### src/sv/base64_stream_encoder_macros.svh
// Assertion macros shared by the base64 stream encoder RTL.
// Depends on nothing; included by the modules that carry assertions.
`ifndef BASE64_STREAM_ENCODER_MACROS_SVH
`define BASE64_STREAM_ENCODER_MACROS_SVH

// Same-cycle implication, disabled while reset is asserted.
`define B64E_ASSERT_NOW(lbl, clk_i, rstn_i, ante, cons) \
  lbl: assert property (@(posedge clk_i) disable iff (!(rstn_i)) (ante) |-> (cons)) \
    else $error("b64e assertion failed");

// Next-cycle implication, disabled while reset is asserted.
`define B64E_ASSERT_NEXT(lbl, clk_i, rstn_i, ante, cons) \
  lbl: assert property (@(posedge clk_i) disable iff (!(rstn_i)) (ante) |=> (cons)) \
    else $error("b64e assertion failed");

`endif

### src/sv/b64e_pkg.sv
// Types, constants and the alphabet function of the base64 stream encoder.
// Depends on nothing; imported by every module of the encoder.
`timescale 1ns / 1ps
package b64e_pkg;

  typedef struct packed {
    logic [7:0] data_byte;
    logic       last_byte;
  } in_item_t;

  typedef struct packed {
    logic [7:0] out_char;
    logic       out_last;
  } out_item_t;

  // One gathered group: up to three bytes, how many are real, and end of message
  typedef struct packed {
    logic [7:0] byte0;
    logic [7:0] byte1;
    logic [7:0] byte2;
    logic [1:0] n_bytes;
    logic       last;
  } grp_t;

  localparam logic [1:0] NB_ONE   = 2'd1;
  localparam logic [1:0] NB_TWO   = 2'd2;
  localparam logic [1:0] NB_THREE = 2'd3;

  localparam logic [7:0] CHAR_UPPER_A = 8'h41;
  localparam logic [7:0] CHAR_LOWER_A = 8'h61;
  localparam logic [7:0] CHAR_DIGIT_0 = 8'h30;
  localparam logic [7:0] CHAR_PLUS    = 8'h2B;
  localparam logic [7:0] CHAR_SLASH   = 8'h2F;
  localparam logic [7:0] CHAR_PAD     = 8'h3D;

  localparam logic [5:0] SYM_LOWER_START = 6'd26;
  localparam logic [5:0] SYM_DIGIT_START = 6'd52;
  localparam logic [5:0] SYM_PLUS        = 6'd62;

  // Map a 6-bit symbol to its ASCII character
  function automatic logic [7:0] b64_sym(input logic [5:0] v);
    logic [7:0] v8;
    logic [7:0] c;
    v8 = {2'b00, v};
    if (v < SYM_LOWER_START) begin
      c = CHAR_UPPER_A + v8;
    end else if (v < SYM_DIGIT_START) begin
      c = CHAR_LOWER_A + v8 - {2'b00, SYM_LOWER_START};
    end else if (v < SYM_PLUS) begin
      c = CHAR_DIGIT_0 + v8 - {2'b00, SYM_DIGIT_START};
    end else if (v == SYM_PLUS) begin
      c = CHAR_PLUS;
    end else begin
      c = CHAR_SLASH;
    end
    return c;
  endfunction

endpackage

### src/sv/b64e_front.sv
// Front end: accepts bytes, holds a partial group and pushes finished groups.
// Depends on b64e_pkg.
`timescale 1ns / 1ps
module b64e_front
  import b64e_pkg::*;
(
  input  logic     clk,
  input  logic     rst_n,
  input  logic     accept,
  input  in_item_t in_item,
  output logic     push,
  output grp_t     push_grp
);

  localparam logic [1:0] PHASE_EMPTY = 2'd0;
  localparam logic [1:0] PHASE_ONE   = 2'd1;
  localparam logic [1:0] PHASE_TWO   = 2'd2;

  logic [1:0] phase_r, phase_nxt;
  logic [7:0] held0_r, held0_nxt;
  logic [7:0] held1_r, held1_nxt;

  always_comb begin
    push      = 1'b0;
    push_grp  = '0;
    phase_nxt = phase_r;
    held0_nxt = held0_r;
    held1_nxt = held1_r;
    if (accept) begin
      case (phase_r)
        PHASE_TWO: begin
          push      = 1'b1;
          push_grp  = '{byte0: held0_r, byte1: held1_r, byte2: in_item.data_byte,
                        n_bytes: NB_THREE, last: in_item.last_byte};
          phase_nxt = PHASE_EMPTY;
        end
        PHASE_ONE: begin
          if (in_item.last_byte) begin
            push      = 1'b1;
            push_grp  = '{byte0: held0_r, byte1: in_item.data_byte, byte2: 8'h00,
                          n_bytes: NB_TWO, last: 1'b1};
            phase_nxt = PHASE_EMPTY;
          end else begin
            held1_nxt = in_item.data_byte;
            phase_nxt = PHASE_TWO;
          end
        end
        default: begin
          // empty phase, and the unused code treated the same
          if (in_item.last_byte) begin
            push      = 1'b1;
            push_grp  = '{byte0: in_item.data_byte, byte1: 8'h00, byte2: 8'h00,
                          n_bytes: NB_ONE, last: 1'b1};
            phase_nxt = PHASE_EMPTY;
          end else begin
            held0_nxt = in_item.data_byte;
            phase_nxt = PHASE_ONE;
          end
        end
      endcase
    end
  end

  always_ff @(posedge clk) begin
    if (!rst_n) begin
      phase_r <= PHASE_EMPTY;
    end else begin
      phase_r <= phase_nxt;
    end
  end

  always_ff @(posedge clk) begin
    held0_r <= held0_nxt;
    held1_r <= held1_nxt;
  end

endmodule

### src/sv/b64e_queue.sv
// Short group queue between front and back end.
// Depends on b64e_pkg and the assertion macro header.
`timescale 1ns / 1ps
`include "base64_stream_encoder_macros.svh"
module b64e_queue
  import b64e_pkg::*;
#(
  parameter int QUEUE_DEPTH = 2
) (
  input  logic clk,
  input  logic rst_n,
  input  logic push,
  input  grp_t push_grp,
  input  logic pop,
  output logic not_empty,
  output logic full,
  output grp_t head_grp
);

  localparam int PTR_W = (QUEUE_DEPTH > 1) ? $clog2(QUEUE_DEPTH) : 1;
  localparam int CNT_W = $clog2(QUEUE_DEPTH + 1);
  localparam logic [PTR_W-1:0] PTR_LAST = PTR_W'(QUEUE_DEPTH - 1);
  localparam logic [CNT_W-1:0] CNT_FULL = CNT_W'(QUEUE_DEPTH);

  grp_t             mem_r [QUEUE_DEPTH];
  logic [PTR_W-1:0] wr_ptr_r, wr_ptr_nxt;
  logic [PTR_W-1:0] rd_ptr_r, rd_ptr_nxt;
  logic [CNT_W-1:0] count_r, count_nxt;

  assign not_empty = (count_r != '0);
  assign full      = (count_r == CNT_FULL);
  assign head_grp  = mem_r[rd_ptr_r];

  always_comb begin
    wr_ptr_nxt = wr_ptr_r;
    rd_ptr_nxt = rd_ptr_r;
    count_nxt  = count_r;
    if (push) begin
      wr_ptr_nxt = (wr_ptr_r == PTR_LAST) ? '0 : wr_ptr_r + 1'b1;
    end
    if (pop) begin
      rd_ptr_nxt = (rd_ptr_r == PTR_LAST) ? '0 : rd_ptr_r + 1'b1;
    end
    if (push && !pop) begin
      count_nxt = count_r + 1'b1;
    end else if (pop && !push) begin
      count_nxt = count_r - 1'b1;
    end
  end

  always_ff @(posedge clk) begin
    if (!rst_n) begin
      wr_ptr_r <= '0;
      rd_ptr_r <= '0;
      count_r  <= '0;
    end else begin
      wr_ptr_r <= wr_ptr_nxt;
      rd_ptr_r <= rd_ptr_nxt;
      count_r  <= count_nxt;
    end
  end

  always_ff @(posedge clk) begin
    if (push) begin
      mem_r[wr_ptr_r] <= push_grp;
    end
  end

  `B64E_ASSERT_NOW(a_q_no_overflow, clk, rst_n, push, !full || pop)
  `B64E_ASSERT_NOW(a_q_no_underflow, clk, rst_n, pop, not_empty)
  `B64E_ASSERT_NEXT(a_q_count_hold, clk, rst_n, !push && !pop, count_r == $past(count_r))

endmodule

### src/sv/b64e_back.sv
// Back end: turns one queued group into four characters, one per cycle unless stalled,
// through a registered output stage. Depends on b64e_pkg and the macro header.
`timescale 1ns / 1ps
`include "base64_stream_encoder_macros.svh"
module b64e_back
  import b64e_pkg::*;
(
  input  logic      clk,
  input  logic      rst_n,
  input  logic      q_not_empty,
  input  grp_t      q_head,
  output logic      q_pop,
  output logic      out_valid,
  input  logic      out_stall,
  output out_item_t out_data
);

  localparam logic [1:0] SLOT_S0 = 2'd0;
  localparam logic [1:0] SLOT_S1 = 2'd1;
  localparam logic [1:0] SLOT_S2 = 2'd2;
  localparam logic [1:0] SLOT_S3 = 2'd3;

  grp_t       cur_r, cur_nxt;
  logic       have_grp_r, have_grp_nxt;
  logic [1:0] idx_r, idx_nxt;
  logic       out_valid_r, out_valid_nxt;
  out_item_t  out_r, out_nxt;
  logic       load_out;
  logic [7:0] slot_char;

  assign load_out = !out_valid_r || !out_stall;

  always_comb begin
    case (idx_r)
      SLOT_S0: slot_char = b64_sym(cur_r.byte0[7:2]);
      SLOT_S1: slot_char = b64_sym({cur_r.byte0[1:0], cur_r.byte1[7:4]});
      SLOT_S2: slot_char = (cur_r.n_bytes != NB_ONE)
                           ? b64_sym({cur_r.byte1[3:0], cur_r.byte2[7:6]}) : CHAR_PAD;
      SLOT_S3: slot_char = (cur_r.n_bytes == NB_THREE)
                           ? b64_sym(cur_r.byte2[5:0]) : CHAR_PAD;
      default: slot_char = CHAR_PAD;
    endcase
  end

  always_comb begin
    cur_nxt       = cur_r;
    have_grp_nxt  = have_grp_r;
    idx_nxt       = idx_r;
    out_valid_nxt = out_valid_r;
    out_nxt       = out_r;
    q_pop         = 1'b0;
    if (load_out) begin
      out_valid_nxt = have_grp_r;
      if (have_grp_r) begin
        out_nxt = '{out_char: slot_char, out_last: cur_r.last && (idx_r == SLOT_S3)};
        idx_nxt = idx_r + 1'b1;
        if (idx_r == SLOT_S3) begin
          have_grp_nxt = 1'b0;
        end
      end
    end
    // refill the group register when it is free or emptying this cycle
    if (q_not_empty && (!have_grp_r || (load_out && idx_r == SLOT_S3))) begin
      q_pop        = 1'b1;
      cur_nxt      = q_head;
      have_grp_nxt = 1'b1;
      idx_nxt      = SLOT_S0;
    end
  end

  always_ff @(posedge clk) begin
    if (!rst_n) begin
      have_grp_r  <= 1'b0;
      idx_r       <= SLOT_S0;
      out_valid_r <= 1'b0;
    end else begin
      have_grp_r  <= have_grp_nxt;
      idx_r       <= idx_nxt;
      out_valid_r <= out_valid_nxt;
    end
  end

  always_ff @(posedge clk) begin
    cur_r <= cur_nxt;
    out_r <= out_nxt;
  end

  assign out_valid = out_valid_r;
  assign out_data  = out_r;

  `B64E_ASSERT_NOW(a_bk_grp_nonempty, clk, rst_n, have_grp_r, cur_r.n_bytes != 2'd0)
  `B64E_ASSERT_NEXT(a_bk_emit, clk, rst_n, have_grp_r && load_out, out_valid_r)
  `B64E_ASSERT_NOW(a_bk_last_at_end, clk, rst_n, out_valid_r && out_r.out_last, !have_grp_r || idx_r == SLOT_S0)

endmodule

### src/sv/base64_stream_encoder.sv
// Top level of the streaming base64 encoder (standard alphabet, '=' padded).
// Depends on b64e_pkg, b64e_front, b64e_queue and b64e_back.
//
//   channel | direction | handshake          | payload
//   --------+-----------+--------------------+------------------------------------
//   in_     | input     | in_valid/in_stall  | in_data  : data_byte, last_byte
//   out_    | output    | out_valid/out_stall| out_data : out_char, out_last
//
// The front end takes one byte per cycle and stalls only while the group queue is full.
// The back end emits one character per cycle while out_stall is low, so a full group
// of three bytes becomes four characters, and a flushed partial group of one or two
// bytes also becomes four characters, padded with '='.
// A finished group passes the queue, then the group register, then the output register.
// Reset is synchronous and active low; it clears the phase, queue and output valid.
// A stalled output holds its character while the queue keeps absorbing groups until full.
`timescale 1ns / 1ps
module base64_stream_encoder
  import b64e_pkg::*;
#(
  parameter int QUEUE_DEPTH = 2
) (
  input  logic      clk,
  input  logic      rst_n,
  input  logic      in_valid,
  output logic      in_stall,
  input  in_item_t  in_data,
  output logic      out_valid,
  input  logic      out_stall,
  output out_item_t out_data
);

  logic in_accept;
  logic q_push;
  grp_t q_push_grp;
  logic q_pop;
  logic q_not_empty;
  logic q_full;
  grp_t q_head;

  // hold the input off while no queue slot is free for a finished group
  assign in_stall  = q_full;
  assign in_accept = in_valid && !q_full;

  b64e_front u_front (
    .clk      (clk),
    .rst_n    (rst_n),
    .accept   (in_accept),
    .in_item  (in_data),
    .push     (q_push),
    .push_grp (q_push_grp)
  );

  b64e_queue #(
    .QUEUE_DEPTH (QUEUE_DEPTH)
  ) u_queue (
    .clk       (clk),
    .rst_n     (rst_n),
    .push      (q_push),
    .push_grp  (q_push_grp),
    .pop       (q_pop),
    .not_empty (q_not_empty),
    .full      (q_full),
    .head_grp  (q_head)
  );

  // advance one character per cycle whenever the output stage frees up
  b64e_back u_back (
    .clk         (clk),
    .rst_n       (rst_n),
    .q_not_empty (q_not_empty),
    .q_head      (q_head),
    .q_pop       (q_pop),
    .out_valid   (out_valid),
    .out_stall   (out_stall),
    .out_data    (out_data)
  );

endmodule
### config.mk
export PLATFORM = sky130hd
export DESIGN_NAME = base64_stream_encoder
export DESIGN_NICKNAME = d
export VERILOG_FILES = /design/src/sv/b64e_pkg.sv /design/src/sv/b64e_front.sv /design/src/sv/b64e_queue.sv /design/src/sv/b64e_back.sv /design/src/sv/base64_stream_encoder.sv
export VERILOG_INCLUDE_DIRS = /design/src /design/src/sv
export SDC_FILE = /design/constraint.sdc
export NUM_CORES = 1
export LEC_CHECK = 0
export BUFFER_PORTS_ARGS = -buffer_cell sky130_fd_sc_hd__buf_2
export CORE_MARGIN = 4
export CORE_UTILIZATION = 42
export CTS_BUF_LIST = sky130_fd_sc_hd__clkbuf_8
export CTS_CLUSTER_DIAMETER = 50
export DETAILED_ROUTE_END_ITERATION = 12
export PLACE_DENSITY = 0.57
export SYNTH_ARGS = -nofsm -noshare
export SYNTH_HDL_FRONTEND = slang
export SYNTH_SLANG_ARGS = --single-unit
### constraint.sdc
create_clock -name clk -period 4.96 [get_ports clk]
set_input_delay 0.992 -clock clk [delete_from_list [all_inputs] [get_ports clk]]
set_output_delay 0.992 -clock clk [all_outputs]
set_load 0.02 [all_outputs]
; ---- After elaboration in Yosys (flattened, before gate mapping)
; Memory sizes are Yosys's and may differ from the RTL's. A register that Yosys moved wholly into a read port is not among the register bits.
; Index checks and enable logic that the tools add are counted.
[totals]
regBits = 35
ram_bits = 54
in_bits = 13
output_inout_bits = 11
word_cells = 127
memories = 1
[op_classes]
n_addsub = 25
n_lt_le_gt_ge = 12
n_eq_ne = 12
mux = 40
bitwise_logic = 3
n_reduce_logical = 23
[mem_list]
columns = memory, words, width, read_ports, rd_ports_with_merged_regs, write_ports, line
row1 = u_queue.mem_r, 2, 27, 1, 1, 1, b64e_queue.sv:25  ; grp_t mem_r [QUEUE_DEPTH];
[op_table]
columns = op, n
row1 = two-way mux 8 bit, 14
row2 = two-way mux 27 bit, 3
row3 = "adder 7 x 6 -> 8 bit, first input constant", 8
row4 = one-hot mux 27 bit (2 select lines), 1
row5 = "less-than comparator 6 bit, second input constant", 8
row6 = one-hot mux 8 bit (4 select lines), 1
row7 = "subtractor 8 x 5 -> 8 bit, second input constant", 4
row8 = "subtractor 8 x 6 -> 8 bit, second input constant", 4
row9 = "adder 6 x 6 -> 7 bit, first input constant", 4
row10 = "== test 6 bit, second input constant", 4
row11 = "less-than comparator 6 x 5 -> 1 bit, second input constant", 4
row12 = two-way mux 1 bit, 13
row13 = two-way mux 3 bit, 4
row14 = "== test 2 bit, second input constant", 5
row15 = logical AND 1 bit, 6
row16 = logical NOT 1 bit, 6
row17 = two-way mux 2 bit, 3
row18 = AND reduction 3 bit, 2
row19 = nonzero test 2 bit, 3
row20 = "adder 2 x 1 -> 2 bit, second input constant", 2
row21 = "== test 2 x 1 -> 1 bit, second input constant", 2
row22 = one-hot mux 2 bit (2 select lines), 1
row23 = OR reduction 2 bit, 2
row24 = inverter 1 bit, 3
row25 = 6 further kinds, 8

; ---- Depth between registers and ports, before layout
; Gate-level depths: netlist of the first run.
[depth]
ltp_word = 9
depth_mapped = 9
mapped_depth_nobuf = 8

; ---- Hierarchy
; A second synthesis of the first run with hierarchy kept.
[hier_totals]
hier_cells = 503
hier_area_um2 = 6128.4
[modules_own_cells]
columns = mod, instances, cells_per_inst, area_per_inst_um2, seq_area_each_um2
row1 = b64e_back, 1, 318, 2964.1, 1161.1
row2 = b64e_queue, 1, 106, 2174.6, 1721.7
row3 = b64e_front, 1, 78, 975.9, 520.5
row4 = base64_stream_encoder, 1, 1, 13.8, 0.0

; ---- Worst setup path before layout of the first run
; No wires, ideal clock.
[synth_path]
path_kind = input-to-reg
startpoint = input port in_data[0] (netlist name)
endpoint = memory u_queue.mem_r[0][0] (netlist name) (enable)
setup_ns = 0.412
arrival_ns = 2.304
required_ns = 4.548
setup_slack_ns = 2.244
path_stages = 2
path_buffers = 0
path_cell_list = o211ai_1 -> nor2_1
[synth_via]
elab_chain_cells = 5
[synth_rtl]
columns = element, line
row1 = "start, declared", base64_stream_encoder.sv:26  ; input in_item_t in_data,
row2 = two-way mux 1 bit, "b64e_front.sv:38, b64e_front.sv:50"
row3 = two-way mux 1 bit, -
row4 = two-way mux 1 bit, b64e_front.sv:29  ; if (accept) begin
row5 = two-way mux 1 bit, b64e_queue.sv:64  ; if (push) begin
row6 = two-way mux 1 bit (implied by the code), b64e_queue.sv:65  ; mem_r[wr_ptr_r] <= push_grp;
row7 = "end, declared", b64e_queue.sv:25
; No other way between the ends.

; ---- Worst setup path in the final report of the first run
[layout_path]
startpoint = register u_back.cur_r[17] (netlist name)
endpoint = register u_back.out_r (netlist bit u_back.out_data[7]), data pin
[layout_via]
elab_chain_cells = 6
word_cells_on_any_way = 12
cone_classes = add/sub (5) / order compare (3) / mux (4)
[layout_rtl]
columns = element, line
row1 = adder 6 x 6 -> 7 bit, b64e_pkg.sv:50  ; c = CHAR_DIGIT_0 + v8 - {2'b00, SYM_DIGIT_START};
row2 = subtractor 8 x 6 -> 8 bit, b64e_pkg.sv:50
row3 = two-way mux 8 bit, b64e_pkg.sv:49  ; end else if (v < SYM_PLUS) begin
row4 = two-way mux 8 bit, b64e_pkg.sv:47  ; end else if (v < SYM_DIGIT_START) begin
row5 = two-way mux 8 bit (*), b64e_pkg.sv:45  ; if (v < SYM_LOWER_START) begin
row6 = one-hot mux 8 bit (4 select lines) (*), b64e_back.sv:34  ; case (idx_r)
row7 = via u_back.slot_char[6], b64e_back.sv:29  ; logic [7:0] slot_char;
row8 = "end signal, assigned", b64e_back.sv:85  ; out_r <= out_nxt;
row9 = "end, declared", b64e_back.sv:27  ; out_item_t out_r, out_nxt;
; Mark *: on every way through the listed nets, which the timed path passes. The rest lies on a longest branch.
; A chain may end at the register's enable or synchronous reset.

==> results of run 1 <==
final cells by class:
| cell class | instances | share of cell area |
|---|---|---|
| Clock buffer | 17 | 0.0320 |
| Clock inverter | 15 | 0.0246 |
| Inverter | 37 | 0.0190 |
| Multi-Input combinational cell | 395 | 0.408 |
| Sequential cell | 116 | 0.462 |
| Tap cell | 211 | 0.0361 |
| Timing Repair Buffer | 26 | 0.0188 |
cells by family (layout without fill, tap and decap cells):
logic type               after synthesis  count (layout)  share of synthesized area
AO/OA/AOI/OAI                        146             146                      0.162
XOR/XNOR                              23              23                     0.0304
adder cells (fa/ha/maj)               46              46                     0.0868
buffers and inverters                 65              95                     0.0404
flip-flops                           116             116                      0.510
multiplexers                          30              30                     0.0506
AND/OR/NAND/NOR                      150             150                      0.120
per-layer routing:
metal  global-route usage  part of all wire  vias up
li1                     -                 -     2212
met1                0.231              0.48     2203
met2                0.263              0.47      117
met5                    0                 0        -
met4               0.0577             0.014        0
met3               0.0366             0.040       13
path summary, 6_finish.rpt:
path                              to  cells past startpoint               from  slack [ns]
setup / recovery  u_back.out_data[7]                      7   u_back.cur_r[17]        2.36
hold / removal      u_back.out_valid                      2  u_back.have_grp_r        0.52
setup reg to reg  u_back.out_data[7]                      7   u_back.cur_r[17]        2.36
hold reg to reg     u_back.out_valid                      2  u_back.have_grp_r        0.52
power breakdown:
group          switching, mW  total [mW]  internal (mW)
Sequential             0.256        1.59           1.34
Clock                  0.418       0.917          0.499
Combinational           1.01        1.69          0.684
state kept, by name, indices dropped and copies added (netlist names):
name and flops:
u_back.cur_r 27, u_back.have_grp_r 1, u_back.idx_r 2, u_back.out_data 9
u_back.out_valid 1, u_front.held0_r 8, u_front.held1_r 8, u_front.phase_r 2
u_queue.count_r 2, u_queue.mem_r 54, u_queue.rd_ptr_r 1, u_queue.wr_ptr_r 1
worst reg2reg max path, stage by stage, from the launching register on:
cell and delay [ns]:
edfxtp_1 0.55, inv_1 0.16, ha_1 0.28, a211oi_4 0.36, or2_1 0.30, nor3_1 0.09, o31a_1 0.30, o41a_1 0.32
placed cells by master, fill, tap and decap left out, types with 7 or more instances in the layout:
cell type / n
dfxtp_1: 10
mux2_2: 28
nand2_1: 22
buf_2: 23
a21oi_1: 22
edfxtp_1: 106
nand2b_1: 9
nor2_1: 31
a22o_1: 8
and2_1: 15
inv_1: 37
ha_1: 46
a22oi_1: 10
xnor2_1: 17
nand3_1: 16
a211oi_1: 7
clkbuf_8: 17
a31oi_1: 10
nor2b_1: 8
nor3_1: 14
o21ai_0: 20
per-stage QoR:
stage          total power, mW   util
2_1_floorplan             2.88      -
3_3_place_gp              3.26  0.451
3_5_place_dp              3.29  0.451
4_1_cts                   4.22  0.478
5_1_grt                   4.51  0.478
6_report                  4.20  0.478
==> flow_metrics.py, run 1 <==
metrics = {
    "run_status": {
        "status": "finished clean",
    },
    "die": {
        "design.die.area_um2": 17900,
        "rows": 45,
        "initial_utilization": 0.433,
        "io_pins": 24,
        "coreArea_um2": 15300,
        "die_x_um": 134,
        "die_y_um": 134,
    },
    "sta": {
        "setup_viol": 0,
        "max_clock_freq_mhz": 384,
        "timing.hold.ws_ns": 0.519,
        "finalCritPeriodShare": 0.525,
        "period_minus_slack_ns": 2.60,
        "drv_slew": 0,
        "setup_tns_ns": 0,
        "fin_ws_ns": 2.36,
        "slew_headroom": 0.172,
        "clock-skew-final_ns": 0.0247,
        "hold_viol": 0,
        "rsz0062_at_grt": "no",
        "worstMarginPinSlew_ns": 1.24,
    },
    "global_routing": {
        "gr-total-overflow": 0,
        "grt_pass1_vias": 4348,
        "antenna_found_initial": 0,
        "grt_max_degree": 29,
        "grt_usage": 0.168,
        "grt_pass1_wl_mm": 23.4,
    },
    "clocking": {
        "postCtsHoldBufs": 0,
        "insertion_delay_ns": 0.44,
        "numClockSinks": 116,
        "clkTransAtPathRegs_ns": 0.08,
        "cts_made_buffers": 17,
        "postCtsSetupBuffers": 0,
        "htree_num_levels": 4,
        "cts_tree": "built",
        "cts-root-buf": "clkbuf_8",
        "cts_buffer_depth": 2,
        "post_cts_resized": 0,
    },
    "power_and_ir_drop": {
        "ir_worst_vdd_uv": 244,
        "power_density_nw_per_um2": 574,
        "leakagePower_nw": 2.64,
    },
    "finish": {
        "fin_nets": 652,
        "diodes": 0,
        "fin_cells": 817,
        "regArea_um2": 3380,
        "fillCellCount": 1441,
        "design_area_um2": 7320,
        "area_growth_pct": 10.4,
        "multi_input_area_um2": 2980,
        "drive_above_1_share": 0.157,
    },
    "route": {
        "wl_mm": 14.4,
        "avgRoutedWirePerCell_um": 17.6,
        "drt-pass1-iter-count": 4,
        "ant_nets": 0,
        "vias": 4545,
        "drc": 0,
        "vias_per_cell": 5.56,
        "drt-initial-drc-count": 364,
    },
    "synthesis": {
        "ys_warn_count": 0,
        "synth_most_common_cell": "edfxtp_1",
        "synth_top_cell_area_share": 0.480,
        "ys_ff_latch": 116,
        "yosys-top-cells-area": "edfxtp_1, ha_1, mux2_2",
        "synthCells": 576,
        "synth_edf_count": 106,
        "syn_nets": 635,
        "ys.flop_type": "edfxtp_1",
        "synth_area_um2": 6630,
        "synth_common_cells": "edfxtp_1, ha_1, inv_1",
        "seq_area_frac_synth": 0.510,
        "syn_avg_cell_area_um2": 11.5,
        "async_flop_share": 0,
        "yosysUniqueCellTypes": 69,
        "yosys.area.top_type": "edfxtp_1",
    },
    "place": {
        "dp_hpwl_mm": 10.4,
        "placed_area_um2": 6910,
        "dp_slack_ns": 2.25,
        "gp_congestion": 0.935,
        "place_inst": 785,
        "port-buffer-count": 23,
    },
    "hold_path": {
        "holdCritPathClass": "register to register",
    },
    "setup_path": {
        "path_cells": "inv_1, ha_1, a211oi_4, or2_1, nor3_1, o31a_1, o41a_1",
        "path_class": "register to register",
        "end_kind": "register",
        "slowest_stage": "edfxtp_1",
        "critical_path.top_delay_family": "compound AO/OA/AOI/OAI gates",
        "crit_buf_inv": 1,
        "critPathRequiredTime_ns": 5.14,
        "cp.arrival_ns": 2.79,
        "crit_fanout": 9,
        "max_stage_delay_ns": 0.55,
        "start_kind": "register",
    },
    "job": {
        "cap_violations": 0,
    },
}
(Power assumes the default switching activity.)
==> run 2: changes to the inputs <==
Settings changed: ABC_AREA set to 1.
Clock period 4.96 ns to 2.5 ns, I/O delays scaled along.
==> flow_metrics.py, run 2 <==
metrics = {
    "run_status": {
        "status": "finished clean",
    },
    "sta": {
        "hold_viol": 0,
        "max_clock_freq_mhz": 437,
        "finalCritPeriodShare": 0.916,
        "drv_slew": 0,
        "slew_headroom": 0.668,
        "rsz0062_at_grt": "no",
        "setup_viol": 0,
        "fin_ws_ns": 0.211,
        "clock-skew-final_ns": 0.0214,
        "setup_tns_ns": 0,
        "period_minus_slack_ns": 2.29,
        "worstMarginPinSlew_ns": 0.499,
    },
    "die": {
        "coreArea_um2": 15800,
        "initial_utilization": 0.427,
        "design.die.area_um2": 18100,
        "die_y_um": 135,
        "io_pins": 24,
        "rows": 46,
        "die_x_um": 135,
    },
    "clocking": {
        "cts_made_buffers": 17,
        "cts-root-buf": "clkbuf_8",
        "htree_num_levels": 4,
        "post_cts_resized": 0,
        "postCtsHoldBufs": 0,
        "cts_buffer_depth": 2,
        "clkTransAtPathRegs_ns": 0.07,
        "numClockSinks": 116,
        "cts_tree": "built",
        "postCtsSetupBuffers": 0,
        "insertion_delay_ns": 0.44,
    },
    "route": {
        "vias_per_cell": 5.00,
        "vias": 5245,
        "drt-pass1-iter-count": 6,
        "avgRoutedWirePerCell_um": 14.3,
        "drt-initial-drc-count": 393,
        "ant_nets": 0,
        "wl_mm": 15.0,
        "drc": 0,
    },
    "finish": {
        "drive_above_1_share": 0.106,
        "largest_reg_flops": 54,
        "final_cell_mix": "nand2_1, edfxtp_1, nand3_1",
        "layout_commonest_cell": "nand2_1",
        "fillCellCount": 1537,
        "area_growth_pct": 12.4,
        "diodes": 0,
        "design_area_um2": 7570,
        "multi_input_area_um2": 2980,
        "fin_nets": 879,
        "fin_util": 0.480,
        "regArea_um2": 3380,
        "largest-register": "u_queue.mem_r",
    },
    "setup_path": {
        "crit_buf_inv": 3,
        "critPathRequiredTime_ns": 2.68,
        "reg2reg_to": "u_back.out_data[2]",
        "rr_worst_depth": 10,
        "critical_path.top_delay_family": "buffers and inverters",
        "path_cells": "clkinv_1, ha_1, inv_1, nand2_2, inv_1, nor2_1, a211oi_1, o21ai_0, nor2_1, nor2_1",
        "crit_path_frequent_cell": "nor2_1",
        "crit_fanout": 8,
        "regToRegStartpoint": "u_back.cur_r[11]",
        "start_kind": "register",
        "slowest_stage": "edfxtp_1",
        "end_kind": "register",
        "ff2ff_setup_slack_ns": 0.21,
        "max_stage_delay_ns": 0.51,
        "cp.arrival_ns": 2.47,
        "path_class": "register to register",
    },
    "place": {
        "placed_area_um2": 7140,
        "port-buffer-count": 23,
        "gp_congestion": 0.891,
        "dp_slack_ns": 0.272,
        "dp_hpwl_mm": 11.3,
    },
    "synthesis": {
        "yosysUniqueCellTypes": 36,
        "synthCells": 781,
        "synth_edf_count": 106,
        "seq_area_frac_synth": 0.502,
        "yosys.area.top_type": "edfxtp_1",
        "ys_ff_latch": 116,
        "synth_top_cell_area_share": 0.473,
        "synth_common_cells": "nand2_1, edfxtp_1, nand3_1",
        "ys_warn_count": 0,
        "syn_nets": 840,
        "synth_area_um2": 6730,
        "async_flop_share": 0,
        "syn_avg_cell_area_um2": 8.62,
        "ys.flop_type": "edfxtp_1",
        "synth_most_common_cell": "nand2_1",
        "yosys-top-cells-area": "edfxtp_1, nand2_1, ha_1",
    },
    "power_and_ir_drop": {
        "leakagePower_nw": 3.17,
        "power_density_nw_per_um2": 1150,
        "ir_worst_vdd_uv": 637,
    },
    "global_routing": {
        "grt_usage": 0.171,
        "grt_pass1_wl_mm": 24.2,
        "grt_max_degree": 30,
        "antenna_found_initial": 0,
        "grt_pass1_vias": 4839,
        "gr-total-overflow": 0,
    },
    "hold_path": {
        "hp-start": "in_data[2]",
        "holdPathEnd": "u_front.held0_r[1]",
        "hold_path_depth": 1,
        "holdCritPathClass": "primary input to register",
    },
    "job": {
        "cap_violations": 0,
    },
}
-- run 2: cell types whose count changed after synthesis, sizes merged, moves of 15 or more --
cell	change
and2	-16
mux2	-28
nor2	+23
nand2	+237
o21ai	+20
inv	+43
a21oi	+24
xnor2	-15
nand3	+60
-- run 2: how the worst max path moves through the flow --
stage                                start                   to  slack, ns  cells after the start
after floorplan                   in_valid  u_queue.mem_r[1][0]       0.14                      4
after global routing      u_back.cur_r[11]   u_back.out_data[6]       0.03                     12
after CTS                 u_back.cur_r[11]   u_back.out_data[2]       0.25                     10
after detailed placement  u_back.cur_r[11]   u_back.out_data[6]       0.27                     12
final                     u_back.cur_r[11]   u_back.out_data[2]       0.21                     10
after global placement    u_back.cur_r[11]   u_back.out_data[2]       0.30                     10
-- run 2: report_power, final --
part | leakage (nW) | internal [mW] | total [mW] | switching [mW]
clock network | 0.198 | 1.02 | 1.81 | 0.795
logic | 1.89 | 1.25 | 3.82 | 2.57
registers | 1.08 | 2.69 | 3.07 | 0.381
total | 3.17 | 4.96 | 8.70 | 3.74
-- run 2: kinds of logic after synthesis --
group | share of synthesized area
XOR/XNOR | 0.0156
AO/OA/AOI/OAI | 0.0829
adder cells (fa/ha/maj) | 0.0855
AND/OR/NAND/NOR | 0.256
flip-flops | 0.502
buffers and inverters | 0.0578
-- run 2: layer usage --
metal / vias to the layer above / part of all wire / track usage
li1: 2693 / - / -
met1: 2393 / 0.47 / 0.236
met2: 133 / 0.46 / 0.262
met3: 26 / 0.045 / 0.0380
met4: 0 / 0.026 / 0.0690
met5: - / 0 / 0
-- run 2: layout make-up --
| class | instances | share of cell area |
|---|---|---|
| sequential | 116 | 0.447 |
| timing repair buffer | 34 | 0.0261 |
| clock buffer | 18 | 0.0327 |
| inverter | 83 | 0.0415 |
| clock inverter | 14 | 0.0233 |
| multi-input combinational | 568 | 0.394 |
| tap | 216 | 0.0357 |
-- run 2: through the flow --
step	hold slack (ns)	cells	power [mW]
after global placement	0.484	1017	6.90
final	0.349	1049	8.70
after global routing	0.311	1049	9.43
after detailed placement	0.480	1017	6.91
after floorplan	0.449	781	5.87
after CTS	0.318	1049	8.74
==> run 3: changes to the inputs <==
--- a/config.mk
+++ b/config.mk
@@ -15,4 +15,5 @@
 export DETAILED_ROUTE_END_ITERATION = 12
 export PLACE_DENSITY = 0.57
+export REMOVE_ABC_BUFFERS = 1
 export SYNTH_ARGS = -nofsm -noshare
 export SYNTH_HDL_FRONTEND = slang
==> constraint.sdc (replaced) <==
create_clock -name clk -period 2.5 [get_ports clk]
set_input_delay 0.5 -clock clk [delete_from_list [all_inputs] [get_ports clk]]
set_output_delay 0.5 -clock clk [all_outputs]
set_load 0.01 [all_outputs]
==> flow_metrics.py, run 3 (synthesis gave the netlist of run 2 again) <==
metrics = {
    "hold_path": {
        "holdCritPathClass": "primary input to register",
    },
    "global_routing": {
        "antenna_found_initial": 0,
        "grt_pass1_wl_mm": 25.5,
        "grt_pass1_vias": 5088,
        "grt_usage": 0.179,
        "grt_max_degree": 30,
        "gr-total-overflow": 0,
    },
    "die": {
        "design.die.area_um2": 18100,
        "die_x_um": 135,
        "coreArea_um2": 15800,
        "io_pins": 24,
        "rows": 46,
        "die_y_um": 135,
        "initial_utilization": 0.427,
    },
    "finish": {
        "drive_above_1_share": 0.109,
        "fin_nets": 884,
        "layout_commonest_cell": "nand2_1",
        "diodes": 0,
        "area_growth_pct": 11.9,
        "largest_reg_flops": 54,
        "final_cell_mix": "nand2_1, edfxtp_1, inv_1, nand3_1",
        "largest-register": "u_queue.mem_r",
        "fin_cells": 1054,
    },
    "route": {
        "avgRoutedWirePerCell_um": 14.6,
        "ant_nets": 0,
        "drt-initial-drc-count": 319,
        "drc": 0,
        "wl_mm": 15.3,
        "drt-pass1-iter-count": 5,
        "vias": 5247,
        "vias_per_cell": 4.98,
    },
    "clocking": {
        "cts_tree": "built",
        "insertion_delay_ns": 0.44,
        "numClockSinks": 116,
        "postCtsSetupBuffers": 0,
        "postCtsHoldBufs": 0,
        "cts-root-buf": "clkbuf_8",
        "htree_num_levels": 4,
        "cts_made_buffers": 17,
        "post_cts_resized": 0,
        "cts_buffer_depth": 2,
        "clkTransAtPathRegs_ns": 0.07,
    },
    "power_and_ir_drop": {
        "power_frac_seq": 0.364,
        "clkPwrFrac": 0.181,
        "ir_worst_vdd_uv": 533,
        "power_mw": 8.41,
        "switching_power_mw": 3.67,
        "p_int_mw": 4.73,
        "leakagePower_nw": 3.17,
        "comb_power_share": 0.455,
        "power_density_nw_per_um2": 1120,
        "sw_frac_of_total": 0.437,
    },
    "sta": {
        "fin_ws_ns": 0.368,
        "drv_slew": 0,
        "clock-skew-final_ns": 0.0127,
        "hold_viol": 0,
        "slew_headroom": 0.688,
        "worstMarginPinSlew_ns": 0.466,
        "rsz0062_at_grt": "no",
        "finalCritPeriodShare": 0.853,
        "period_minus_slack_ns": 2.13,
        "max_clock_freq_mhz": 469,
        "setup_viol": 0,
    },
    "setup_path": {
        "path_class": "register to register",
        "start_kind": "register",
        "end_kind": "register",
        "cp.arrival_ns": 2.32,
        "crit_fanout": 8,
        "critPathRequiredTime_ns": 2.68,
    },
    "place": {
        "port-buffer-count": 23,
        "place_inst": 1022,
        "dp_slack_ns": 0.379,
        "gp_congestion": 0.933,
        "dp_hpwl_mm": 11.7,
    },
    "job": {
        "cap_violations": 0,
    },
    "run_status": {
        "status": "finished clean",
    },
}
-- run 3: cell types whose count changed in the layout (fill, tap and decap cells not counted) --
cell / change
a21oi_2: +1
a21oi_4: -1
buf_12: +1
buf_4: +4
bufinv_16: -2
clkbuf_8: -1
clkinv_2: +4
clkinv_4: -3
inv_1: +2
-- run 3: final cells by class --
cell class | instances | area (um^2)
inverter | 83 | 314
fill | 1573 | 8230
clock inverter | 15 | 118
multi-input combinational | 568 | 2970
sequential | 116 | 3380
timing repair buffer | 39 | 248
clock buffer | 17 | 234
tap | 216 | 270
-- run 3: final timing paths --
check	cells past startpoint	end	start	slack (ns)
min	1	u_front.held1_r[0]	in_data[1]	0.31
max	12	u_back.out_data[6]	u_back.cur_r[11]	0.37
max reg2reg	12	u_back.out_data[6]	u_back.cur_r[11]	0.37
min reg2reg	1	u_queue.rd_ptr_r	u_queue.rd_ptr_r	0.49
-- run 3: metal layers --
metal  routed length [um]  track usage  share of wire  vias up
met4                  378       0.0673          0.025        0
met5                    0            0              0        -
met3                  559       0.0406          0.036       30
met1                 6920        0.227           0.45     2420
met2                 7490        0.300           0.49      100
li1                     -            -              -     2697
-- run 3: power by group through the flow --
stage               clock (mW)  sequential [mW]  combinational (mW)
floorplan                    0             3.07                2.68
global placement             0             3.09                3.80
detailed placement           0             3.10                3.83
CTS                       1.57             3.06                3.84
global route              1.69             3.11                4.39
finish                    1.52             3.06                3.82
-- run 3: worst max-delay path, cell delays in order, from the launching register on --
cell	delay, ns
edfxtp_1	0.48
clkinv_1	0.20
ha_1	0.25
inv_1	0.10
nand2_2	0.11
inv_1	0.21
a21oi_1	0.09
nand3_1	0.08
nand3_1	0.09
nand2_1	0.08
nand2_1	0.05
nor2_1	0.11
nor2_1	0.04
-- run 3: per-stage QoR --
stage          TNS (ns)  hold WS [ns]  utilization  instance area (um^2)
2_1_floorplan     -6.47         0.449            -                  6660
5_1_grt               0         0.283        0.478                  7540
4_1_cts               0         0.286        0.478                  7540
3_3_place_gp          0         0.461        0.456                  7190
6_report              0         0.312        0.478                  7540
3_5_place_dp          0         0.472        0.456                  7190
